==> src/rtl/gfau_pkg.sv <==
// shared constants and types for the binary field arithmetic unit
`default_nettype none

package gfau_pkg;

  // field size limits
  localparam int MAX_DEGREE = 32;
  localparam int DATA_W     = 32;
  localparam int MIN_DEGREE = 2;
  localparam int TOP_DEGREE = (MAX_DEGREE < DATA_W) ? MAX_DEGREE : DATA_W;

  // derived widths
  localparam int DEG_W   = 6;
  localparam int MODE_W  = 2;
  localparam int SHIFT_W = $clog2(DATA_W);
  localparam int PROD_W  = 2 * DATA_W - 1;
  localparam int HALF_W  = DATA_W / 2;

  // reduction pipeline: a fixed number of shift-and-xor steps per stage
  localparam int RED_STEPS  = 8;
  localparam int RED_STAGES = (DATA_W - 1 + RED_STEPS - 1) / RED_STEPS;

  // configuration register map
  localparam int CFG_IDX_W = 1;
  typedef enum logic [CFG_IDX_W-1:0] {
    CFG_FIELD_DEGREE   = 1'b0,
    CFG_REDUCTION_POLY = 1'b1
  } cfg_idx_t;

  localparam logic [DEG_W-1:0]  DEGREE_RESET = DEG_W'(8);
  localparam logic [DATA_W-1:0] POLY_RESET   = DATA_W'(29);

  // operation codes
  typedef enum logic [MODE_W-1:0] {
    MODE_ADD = 2'd0,
    MODE_SUB = 2'd1,
    MODE_NEG = 2'd2,
    MODE_MUL = 2'd3
  } mode_t;

  // field settings as the datapath sees them
  typedef struct packed {
    logic [DATA_W-1:0]  mask;     // low m bits set
    logic [SHIFT_W-1:0] shift;    // DATA_W - m
    logic [DATA_W-1:0]  poly_al;  // low polynomial terms moved up by shift
  } cfg_view_t;

  // after operand masking and alignment
  typedef struct packed {
    logic              is_mul;
    logic [DATA_W-1:0] lin;
    logic [DATA_W-1:0] a_al;
    logic [DATA_W-1:0] b;
  } opnd_t;

  // after partial product formation
  typedef struct packed {
    logic              is_mul;
    logic [DATA_W-1:0] lin;
    logic [PROD_W-1:0] pp_lo;
    logic [PROD_W-1:0] pp_hi;
  } part_t;

  // inside the reduction pipeline
  typedef struct packed {
    logic              is_mul;
    logic [DATA_W-1:0] lin;
    logic [PROD_W-1:0] prod;
  } red_t;

endpackage

`default_nettype wire

==> src/rtl/gfau_in_if.sv <==
// input channel interface: operation and two operands
`default_nettype none

interface gfau_in_if import gfau_pkg::*; ();
  logic              valid;
  logic              ready;
  logic [MODE_W-1:0] mode;
  logic [DATA_W-1:0] operand_a;
  logic [DATA_W-1:0] operand_b;

  modport source (output valid, mode, operand_a, operand_b, input ready);
  modport sink   (input valid, mode, operand_a, operand_b, output ready);
endinterface

`default_nettype wire

==> src/rtl/gfau_out_if.sv <==
// result channel interface: one field element
`default_nettype none

interface gfau_out_if import gfau_pkg::*; ();
  logic              valid;
  logic              ready;
  logic [DATA_W-1:0] field_result;

  modport source (output valid, field_result, input ready);
  modport sink   (input valid, field_result, output ready);
endinterface

`default_nettype wire

==> src/rtl/gfau_cfg.sv <==
// configuration registers and the field settings derived from them
`default_nettype none

module gfau_cfg import gfau_pkg::*; (
  input  logic                 clk,
  input  logic                 rst_n,
  input  logic                 cfg_we,
  input  logic [CFG_IDX_W-1:0] cfg_index,
  input  logic [DATA_W-1:0]    cfg_wdata,
  output cfg_view_t            view
);

  // clamp the degree and build mask, alignment shift and aligned polynomial
  function automatic cfg_view_t derive_view(input logic [DEG_W-1:0]  degree,
                                            input logic [DATA_W-1:0] poly);
    cfg_view_t        v;
    logic [DEG_W-1:0] m;
    logic [DEG_W-1:0] k;
    if (degree < DEG_W'(MIN_DEGREE)) begin
      m = DEG_W'(MIN_DEGREE);
    end else if (degree > DEG_W'(TOP_DEGREE)) begin
      m = DEG_W'(TOP_DEGREE);
    end else begin
      m = degree;
    end
    k         = DEG_W'(DATA_W) - m;
    v.shift   = k[SHIFT_W-1:0];
    v.mask    = {DATA_W{1'b1}} >> v.shift;
    v.poly_al = (poly & v.mask) << v.shift;
    return v;
  endfunction

  logic [DEG_W-1:0]  degree_r, degree_nxt;
  logic [DATA_W-1:0] poly_r,   poly_nxt;
  cfg_view_t         view_r,   view_nxt;

  // register writes
  always_comb begin
    degree_nxt = degree_r;
    poly_nxt   = poly_r;
    if (cfg_we) begin
      case (cfg_idx_t'(cfg_index))
        CFG_FIELD_DEGREE:   degree_nxt = cfg_wdata[DEG_W-1:0];
        CFG_REDUCTION_POLY: poly_nxt   = cfg_wdata;
        default:            ;
      endcase
    end
    view_nxt = derive_view(degree_nxt, poly_nxt);
  end

  always_ff @(posedge clk) begin
    if (!rst_n) begin
      degree_r <= DEGREE_RESET;
      poly_r   <= POLY_RESET;
      view_r   <= derive_view(DEGREE_RESET, POLY_RESET);
    end else begin
      degree_r <= degree_nxt;
      poly_r   <= poly_nxt;
      view_r   <= view_nxt;
    end
  end

  assign view = view_r;

  // the aligned polynomial never has terms below the alignment shift
  a_poly_aligned: assert property (@(posedge clk) disable iff (!rst_n)
    (view_r.poly_al & ~(view_r.mask << view_r.shift)) == '0)
    else $error("aligned polynomial has terms outside the field");

endmodule

`default_nettype wire

==> src/rtl/gfau_front.sv <==
// front stages: operand masking and alignment, then carry-less partial products
`default_nettype none

module gfau_front import gfau_pkg::*; (
  input  logic       clk,
  input  logic       rst_n,
  input  cfg_view_t  view,
  gfau_in_if.sink    in_ch,
  output logic       dn_valid,
  output part_t      dn_data,
  input  logic       dn_ready
);

  // carry-less product of a with one half of b
  function automatic logic [PROD_W-1:0] clmul_half(input logic [DATA_W-1:0] a,
                                                   input logic [HALF_W-1:0] b_half);
    logic [PROD_W-1:0] acc;
    logic [PROD_W-1:0] a_ext;
    acc   = '0;
    a_ext = PROD_W'(a);
    for (int j = 0; j < HALF_W; j++) begin
      if (b_half[j]) begin
        acc = acc ^ (a_ext << j);
      end
    end
    return acc;
  endfunction

  logic  opnd_v_r;
  opnd_t opnd_r, opnd_nxt;
  logic  part_v_r;
  part_t part_r, part_nxt;
  logic  en_opnd, en_part;

  assign en_part     = !part_v_r || dn_ready;
  assign en_opnd     = !opnd_v_r || en_part;
  assign in_ch.ready = en_opnd;

  // stage one: mask operands, linear result, align a for the m-free reduction
  always_comb begin
    logic [DATA_W-1:0] a_m;
    logic [DATA_W-1:0] b_m;
    a_m             = in_ch.operand_a & view.mask;
    b_m             = in_ch.operand_b & view.mask;
    opnd_nxt.is_mul = (mode_t'(in_ch.mode) == MODE_MUL);
    opnd_nxt.lin    = (mode_t'(in_ch.mode) == MODE_NEG) ? a_m : (a_m ^ b_m);
    opnd_nxt.a_al   = a_m << view.shift;
    opnd_nxt.b      = b_m;
  end

  always_ff @(posedge clk) begin
    if (!rst_n) begin
      opnd_v_r <= 1'b0;
    end else if (en_opnd) begin
      opnd_v_r <= in_ch.valid;
    end
  end

  always_ff @(posedge clk) begin
    if (en_opnd) begin
      opnd_r <= opnd_nxt;
    end
  end

  // stage two: two half-width partial products
  always_comb begin
    part_nxt.is_mul = opnd_r.is_mul;
    part_nxt.lin    = opnd_r.lin;
    part_nxt.pp_lo  = clmul_half(opnd_r.a_al, opnd_r.b[HALF_W-1:0]);
    part_nxt.pp_hi  = clmul_half(opnd_r.a_al, opnd_r.b[DATA_W-1:HALF_W]) << HALF_W;
  end

  always_ff @(posedge clk) begin
    if (!rst_n) begin
      part_v_r <= 1'b0;
    end else if (en_part) begin
      part_v_r <= opnd_v_r;
    end
  end

  always_ff @(posedge clk) begin
    if (en_part) begin
      part_r <= part_nxt;
    end
  end

  assign dn_valid = part_v_r;
  assign dn_data  = part_r;

endmodule

`default_nettype wire

==> src/rtl/gfau_reduce.sv <==
// reduction pipeline: shift-and-xor steps against the aligned polynomial
`default_nettype none

module gfau_reduce import gfau_pkg::*; (
  input  logic              clk,
  input  logic              rst_n,
  input  logic [DATA_W-1:0] poly_al,
  input  logic              up_valid,
  input  part_t             up_data,
  output logic              up_ready,
  output logic              dn_valid,
  output red_t              dn_data,
  input  logic              dn_ready
);

  // clear product bits top down to DATA_W, at most RED_STEPS of them
  function automatic logic [PROD_W-1:0] reduce_steps(input logic [PROD_W-1:0] prod_in,
                                                     input logic [DATA_W-1:0] poly,
                                                     input int                top);
    logic [PROD_W-1:0] p;
    int                i;
    p = prod_in;
    for (int n = 0; n < RED_STEPS; n++) begin
      i = top - n;
      if (i >= DATA_W) begin
        if (p[i]) begin
          p[i -: DATA_W+1] = p[i -: DATA_W+1] ^ {1'b1, poly};
        end
      end
    end
    return p;
  endfunction

  logic stg_v_r [RED_STAGES];
  red_t stg_r   [RED_STAGES];
  red_t stg_nxt [RED_STAGES];
  red_t stg_in  [RED_STAGES];
  logic stg_vin [RED_STAGES];
  logic en      [RED_STAGES+1];

  assign en[RED_STAGES] = dn_ready;

  for (genvar s = 0; s < RED_STAGES; s++) begin : g_stage
    // stage input: the first one folds the two partial products together
    if (s == 0) begin : g_first
      assign stg_vin[s]       = up_valid;
      assign stg_in[s].is_mul = up_data.is_mul;
      assign stg_in[s].lin    = up_data.lin;
      assign stg_in[s].prod   = up_data.pp_lo ^ up_data.pp_hi;
    end else begin : g_next
      assign stg_vin[s] = stg_v_r[s-1];
      assign stg_in[s]  = stg_r[s-1];
    end

    assign en[s] = !stg_v_r[s] || en[s+1];

    always_comb begin
      stg_nxt[s]      = stg_in[s];
      stg_nxt[s].prod = reduce_steps(stg_in[s].prod, poly_al, PROD_W - 1 - s * RED_STEPS);
    end

    always_ff @(posedge clk) begin
      if (!rst_n) begin
        stg_v_r[s] <= 1'b0;
      end else if (en[s]) begin
        stg_v_r[s] <= stg_vin[s];
      end
    end

    always_ff @(posedge clk) begin
      if (en[s]) begin
        stg_r[s] <= stg_nxt[s];
      end
    end
  end

  assign up_ready = en[0];
  assign dn_valid = stg_v_r[RED_STAGES-1];
  assign dn_data  = stg_r[RED_STAGES-1];

  // every product bit at or above DATA_W is gone after the last stage
  a_fully_reduced: assert property (@(posedge clk) disable iff (!rst_n)
    dn_valid |-> (dn_data.prod[PROD_W-1:DATA_W] == '0))
    else $error("product leaves reduction with high terms set");

endmodule

`default_nettype wire

==> src/rtl/binary_field_arith_unit_core.sv <==
// top level of the GF(2^m) polynomial basis arithmetic unit
//
// Usage:
// - in_ch carries mode (add, subtract, negate A, multiply) and two packed
//   operands; a transfer happens when valid and ready are both high.
// - out_ch returns one field element per input item, in order, with the
//   bits from m upward cleared.
// - cfg_we/cfg_index/cfg_wdata write the field degree (index 0) and the low
//   reduction polynomial terms (index 1); write only while no item is in
//   flight. A write takes effect for items transferred from the next cycle.
// - Pipeline: an item passes two front stages, four reduction stages and the
//   output register before it can leave.
// - Throughput: one item per cycle while out_ch is not stalled. The reduction
//   of up to 31 product terms is spread over four stages of up to eight
//   shift-and-xor steps each, and this stage depth sets the latency.
// - Stalls: every stage holds its item while the next one is full and
//   stalled; bubbles are squeezed out, so in_ch.ready only falls once the
//   whole pipeline is full behind a stalled out_ch.
// - Reset (rst_n low at a clock edge) empties the pipeline and loads
//   degree 8 with polynomial x^8+x^4+x^3+x^2+1.
`default_nettype none

module binary_field_arith_unit_core import gfau_pkg::*; (
  input  logic                 clk,
  input  logic                 rst_n,
  input  logic                 cfg_we,
  input  logic [CFG_IDX_W-1:0] cfg_index,
  input  logic [DATA_W-1:0]    cfg_wdata,
  gfau_in_if.sink              in_ch,
  gfau_out_if.source           out_ch
);

  cfg_view_t         view;
  logic              part_valid;
  part_t             part_data;
  logic              part_ready;
  logic              red_valid;
  red_t              red_data;
  logic              red_ready;
  logic              out_v_r;
  logic [DATA_W-1:0] out_res_r, out_res_nxt;

  gfau_cfg u_cfg (
    .clk       (clk),
    .rst_n     (rst_n),
    .cfg_we    (cfg_we),
    .cfg_index (cfg_index),
    .cfg_wdata (cfg_wdata),
    .view      (view)
  );

  gfau_front u_front (
    .clk      (clk),
    .rst_n    (rst_n),
    .view     (view),
    .in_ch    (in_ch),
    .dn_valid (part_valid),
    .dn_data  (part_data),
    .dn_ready (part_ready)
  );

  gfau_reduce u_reduce (
    .clk      (clk),
    .rst_n    (rst_n),
    .poly_al  (view.poly_al),
    .up_valid (part_valid),
    .up_data  (part_data),
    .up_ready (part_ready),
    .dn_valid (red_valid),
    .dn_data  (red_data),
    .dn_ready (red_ready)
  );

  // output register: undo the alignment for products, pass linear results
  assign red_ready   = !out_v_r || out_ch.ready;
  assign out_res_nxt = red_data.is_mul ? (red_data.prod[DATA_W-1:0] >> view.shift)
                                       : red_data.lin;

  always_ff @(posedge clk) begin
    if (!rst_n) begin
      out_v_r <= 1'b0;
    end else if (red_ready) begin
      out_v_r <= red_valid;
    end
  end

  always_ff @(posedge clk) begin
    if (red_ready) begin
      out_res_r <= out_res_nxt;
    end
  end

  assign out_ch.valid        = out_v_r;
  assign out_ch.field_result = out_res_r;

  // results never carry terms at or above the field degree
  a_result_masked: assert property (@(posedge clk) disable iff (!rst_n)
    out_ch.valid |-> ((out_ch.field_result & ~view.mask) == '0))
    else $error("result has terms above the field degree");

  // back-pressure on the input only comes from a stalled result transfer
  a_stall_source: assert property (@(posedge clk) disable iff (!rst_n)
    !in_ch.ready |-> (out_ch.valid && !out_ch.ready))
    else $error("input stalled while the result side is free");

endmodule

`default_nettype wire

==> src/flat_wrapper.sv <==
// flat-port wrapper written by rule: the top's interface ports become plain ports
module binary_field_arith_unit_core_flat import gfau_pkg::*;
  (clk, rst_n, cfg_we, cfg_index, cfg_wdata, in_ch_valid, in_ch_mode, in_ch_operand_a, in_ch_operand_b, in_ch_ready, out_ch_valid, out_ch_field_result, out_ch_ready);
  gfau_in_if in_ch_i ();
  gfau_out_if out_ch_i ();
  input  logic clk;
  input  logic rst_n;
  input  logic cfg_we;
  input  logic [CFG_IDX_W-1:0] cfg_index;
  input  logic [DATA_W-1:0] cfg_wdata;
  input wire logic [$bits(in_ch_i.valid)-1:0] in_ch_valid;
  input wire logic [$bits(in_ch_i.mode)-1:0] in_ch_mode;
  input wire logic [$bits(in_ch_i.operand_a)-1:0] in_ch_operand_a;
  input wire logic [$bits(in_ch_i.operand_b)-1:0] in_ch_operand_b;
  output wire logic [$bits(in_ch_i.ready)-1:0] in_ch_ready;
  output wire logic [$bits(out_ch_i.valid)-1:0] out_ch_valid;
  output wire logic [$bits(out_ch_i.field_result)-1:0] out_ch_field_result;
  input wire logic [$bits(out_ch_i.ready)-1:0] out_ch_ready;
  assign in_ch_i.valid = in_ch_valid;
  assign in_ch_i.mode = in_ch_mode;
  assign in_ch_i.operand_a = in_ch_operand_a;
  assign in_ch_i.operand_b = in_ch_operand_b;
  assign in_ch_ready = in_ch_i.ready;
  assign out_ch_valid = out_ch_i.valid;
  assign out_ch_field_result = out_ch_i.field_result;
  assign out_ch_i.ready = out_ch_ready;
  binary_field_arith_unit_core u_core (.clk(clk), .rst_n(rst_n), .cfg_we(cfg_we), .cfg_index(cfg_index), .cfg_wdata(cfg_wdata), .in_ch(in_ch_i), .out_ch(out_ch_i));
endmodule
==> config.mk <==
export PLATFORM = sky130hd
export DESIGN_NAME = binary_field_arith_unit_core_flat
export DESIGN_NICKNAME = d
export VERILOG_FILES = /design/src/rtl/gfau_pkg.sv /design/src/rtl/gfau_in_if.sv /design/src/rtl/gfau_out_if.sv /design/src/rtl/gfau_cfg.sv /design/src/rtl/gfau_front.sv /design/src/rtl/gfau_reduce.sv /design/src/rtl/binary_field_arith_unit_core.sv /design/src/flat_wrapper.sv
export SDC_FILE = /design/constraint.sdc
export NUM_CORES = 2
export LEC_CHECK = 0
export BUFFER_PORTS_ARGS = -buffer_cell sky130_fd_sc_hd__buf_4
export CORE_UTILIZATION = 50
export CTS_CLUSTER_DIAMETER = 40
export DETAILED_ROUTE_END_ITERATION = 12
export GPL_ROUTABILITY_DRIVEN = 0
export PLACE_DENSITY = 0.72
export SLEW_MARGIN = 20
export SYNTH_ARGS = -nofsm -noshare
export SYNTH_HDL_FRONTEND = slang
export SYNTH_SLANG_ARGS = --single-unit
==> constraint.sdc <==
create_clock -name clk -period 7 [get_ports clk]
set_input_delay 0.35 -clock clk [delete_from_list [all_inputs] [get_ports clk]]
set_output_delay 0.35 -clock clk [all_outputs]
set_load 0.02 [all_outputs]
==> results.cfg <==
[setup_path]
critPathKind = reg -> reg
r2r-start = u_core.u_cfg.view[31]$_SDFF_PN0_
max_stage_delay_ps = 810
arrival_ps = 5260
cp.required_ps = 7410
start_kind = flop
slowest_stage = a311oi_1
r2r_cells = 11
crit_path_end_kind = flop
crit_fanout = 57
path_cells = buf_4 > mux2_2 > mux2i_1 > xnor2_1 > xnor2_1 > a21oi_1 > a311oi_1 > xnor2_4 > nand2_1 > xnor2_1 > xnor3_1
r2r_end = u_core.u_reduce.stg_r[1][38]$_DFFE_PP_
reg2reg_slack_ps = 2150
critPathMostFrequentCell = xnor2_1

[final_layout]
fillers = 9298
area_delta_synth_final_pct = 10.7
fin_util_pct = 56.0
layout-drive-gt1-share_pct = 9.61
fin_nets = 6381
multi_input_area_sq_um = 34200
seq_area_sq_um = 19100

[logic_synthesis]
synth_area_leaders = edfxtp_1, xnor2_1, nand2_1
synth.most_common_cell = nand2_1
synth_common_cells = nand2_1, xnor2_1, edfxtp_1
yosysTopAreaCellShare_pct = 30.6
synth_cells = 6386
ys_seq_area_share_pct = 34.6
synth_nets = 6494
avgSynthCellArea_sq_um = 8.65
synth-edff-count = 564
synth.cell_area_sq_um = 55300
ys_warn_count = 0
synth_top_area_cell = edfxtp_1
synth-seq-cells = 674
synth_cell_type_count = 86
async_flop_share_pct = 0
ys.flop_type = edfxtp_1

[global_routing]
overflow = 0
gr-usage-all-layers_pct = 28.1
grt_max_degree = 72
antenna_found_initial = 11
grt_pass1_wl_um = 247000
grt_pass1_vias = 42000

[clock_tree]
clkLatencyLatePin_ps = 680
cts_buffers = 96
clk_path_buf_depth = 3
cts_tree = built
cts_setup_buffers = 0
clk_pin_slew_ps = 50
cts_sinks = 674
ctsResizeCount = 0
cts_htree_levels = 3
cts_root_buffer = clkbuf_16
cts_hold_buffers = 19

[run_status]
status = finished with violations
failed_checks = design-rule violations

[timing]
setup_tns_ps = 0
skew_ps = 22.5
timing.slew.headroom_pct = 30.7
max_freq_ghz = 0.206
setup_viol = 0
report.final.slew_viol_count = 0
setup_ws_ps = 2150
hold_violations = 0
period_needed_ps = 4850
tightest_slew_ps = 1040
rsz0062_at_grt = no
period_share_pct = 69.2

[power]
powerDensity_nw_per_um2 = 427
leakage_nw = 21.0
p_switching_mw = 10.8
power.total_mw = 26.1
clock_power_share_pct = 19.6
internal_power_mw = 15.3
p_comb_share_pct = 56.6
seqPwrFrac_pct = 23.9
p_sw_share_pct = 41.4
vdd_ir_drop_max_mv = 0.537

[die]
die_w_um = 334
io_pins = 138
dieArea_sq_um = 112000
row_count = 121
die_y_um = 334
coreArea_sq_um = 109000
start_util_pct = 50.6

[routing]
drt-wirelength-per-cell_um = 20.6
drt_first_pass_iters = 12
vias = 44500
viasPerCell = 5.67
drc = 2
ant_nets = 0
drt-total-wl_um = 162000
initialDrtViolationCount = 5166

[placement]
port_buffers = 137
hpwl_um = 105000
dp_slack_ps = 1860

[worst_hold_path]
hold_path_depth = 3
min_to = u_core.u_cfg.poly_r[12]$_SDFF_PN0_
hold_class = in -> reg
hp-start = cfg_wdata[12]

[run]
maxCapViolCount = 0
## power by group through the flow
stage / Clock (mW) / Combinational (mW) / Sequential (mW)
global route: 5.31 / 15.8 / 6.30
CTS: 5.16 / 14.7 / 6.23
detailed placement: 0 / 14.6 / 6.30
floorplan: 0 / 11.3 / 6.07
finish: 5.11 / 14.8 / 6.25
global placement: 0 / 14.3 / 6.27
## metal layers
layer  up-vias  global-route usage [%]  wire (um)
met4         8                    13.0       7600
met3       565                    6.16      17000
li1      20400                       -          -
met1     21100                    36.7      64500
met5         -                       0         51
met2      2418                    44.4      72400
## stage by stage
step | area (sq um) | cells | hold slack, ps
after detailed placement | 57500 | 7629 | 405
after global routing | 61100 | 7833 | 1.77
after floorplan | 55300 | 6386 | 400
after global placement | 57500 | 7629 | 401
after CTS | 61100 | 7830 | 1.12
final | 61200 | 7841 | 22.1
## final cells by class
class | count | area share (%)
Inverter | 28 | 0.178
Tap cell | 1476 | 3.02
Clock inverter | 63 | 1.37
Timing Repair Buffer | 311 | 3.94
Multi-Input combinational cell | 5162 | 56.0
Antenna cell | 8 | 0.0327
Clock buffer | 119 | 4.18
Sequential cell | 674 | 31.3
## how the worst max path moves through the flow
stage                                startpoint                                     end
3_5_place_dp                          cfg_index        u_core.u_cfg.view[31]$_SDFF_PN0_
4_1_cts        u_core.u_cfg.view[31]$_SDFF_PN0_  u_core.u_reduce.stg_r[2][30]$_DFFE_PP_
2_1_floorplan  u_core.out_ch.valid$_SDFFE_PN0P_   u_core.u_front.dn_data[100]$_DFFE_PP_
6_report       u_core.u_cfg.view[31]$_SDFF_PN0_  u_core.u_reduce.stg_r[1][38]$_DFFE_PP_
3_3_place_gp                          cfg_index        u_core.u_cfg.view[31]$_SDFF_PN0_
5_1_grt        u_core.u_cfg.view[31]$_SDFF_PN0_  u_core.u_reduce.stg_r[1][38]$_DFFE_PP_
## layout by cell type, fill, tap and decap left out, types with 42 or more instances in the layout
cell       netlist  layout
nand2b_1        51      51
nor2_1         160     159
edfxtp_1       564     564
clkbuf_16        0      96
xor2_1         283     281
xnor2_1       1566    1553
buf_4            2     289
nand3_1         54      54
and2_1          88      88
o21a_1          43      42
dfxtp_1        110     103
mux2i_1        152     152
nor2b_1         46      46
a21oi_1         74      74
xnor3_1         58      58
o21ai_0        188     188
nand2_1       1979    1975
## logic make-up (layout without fill, tap and decap cells)
group | count (synthesis) | after routing | synth area share (%)
compound gates | 537 | 537 | 6.60
xor+xnor | 1914 | 1914 | 31.9
fa+ha+maj | 4 | 4 | 0.0906
buf+inv | 550 | 521 | 3.88
flops | 674 | 674 | 34.6
mux | 206 | 206 | 4.34
other cells | 0 | 8 | 0
simple gates | 2501 | 2501 | 18.6
## state kept, by name, summed over array words and instances, names as in the netlist
signal,cells
u_core.u_front.dn_valid,1
u_core.u_front.opnd_v_r,1
u_core.u_cfg.view,68
u_core.u_cfg.poly_r,32
u_core.u_reduce.stg_r,305
u_core.u_front.dn_data,127
u_core.out_ch.field_result,32
u_core.u_front.opnd_r,97
u_core.out_ch.valid,1
u_core.u_cfg.degree_r,6
u_core.u_reduce.stg_v_r,4
## worst max-delay path: cells and delay by family (launching register included)
kind,cells,cell delay (ps)
DFF,1,340
xor gates and xnor gates,5,1970
buffers and inverters,1,460
muxes,2,620
AOI/OAI and AO/OA,2,1010
and+or+nand+nor,1,150
(Power assumes the default switching activity.)
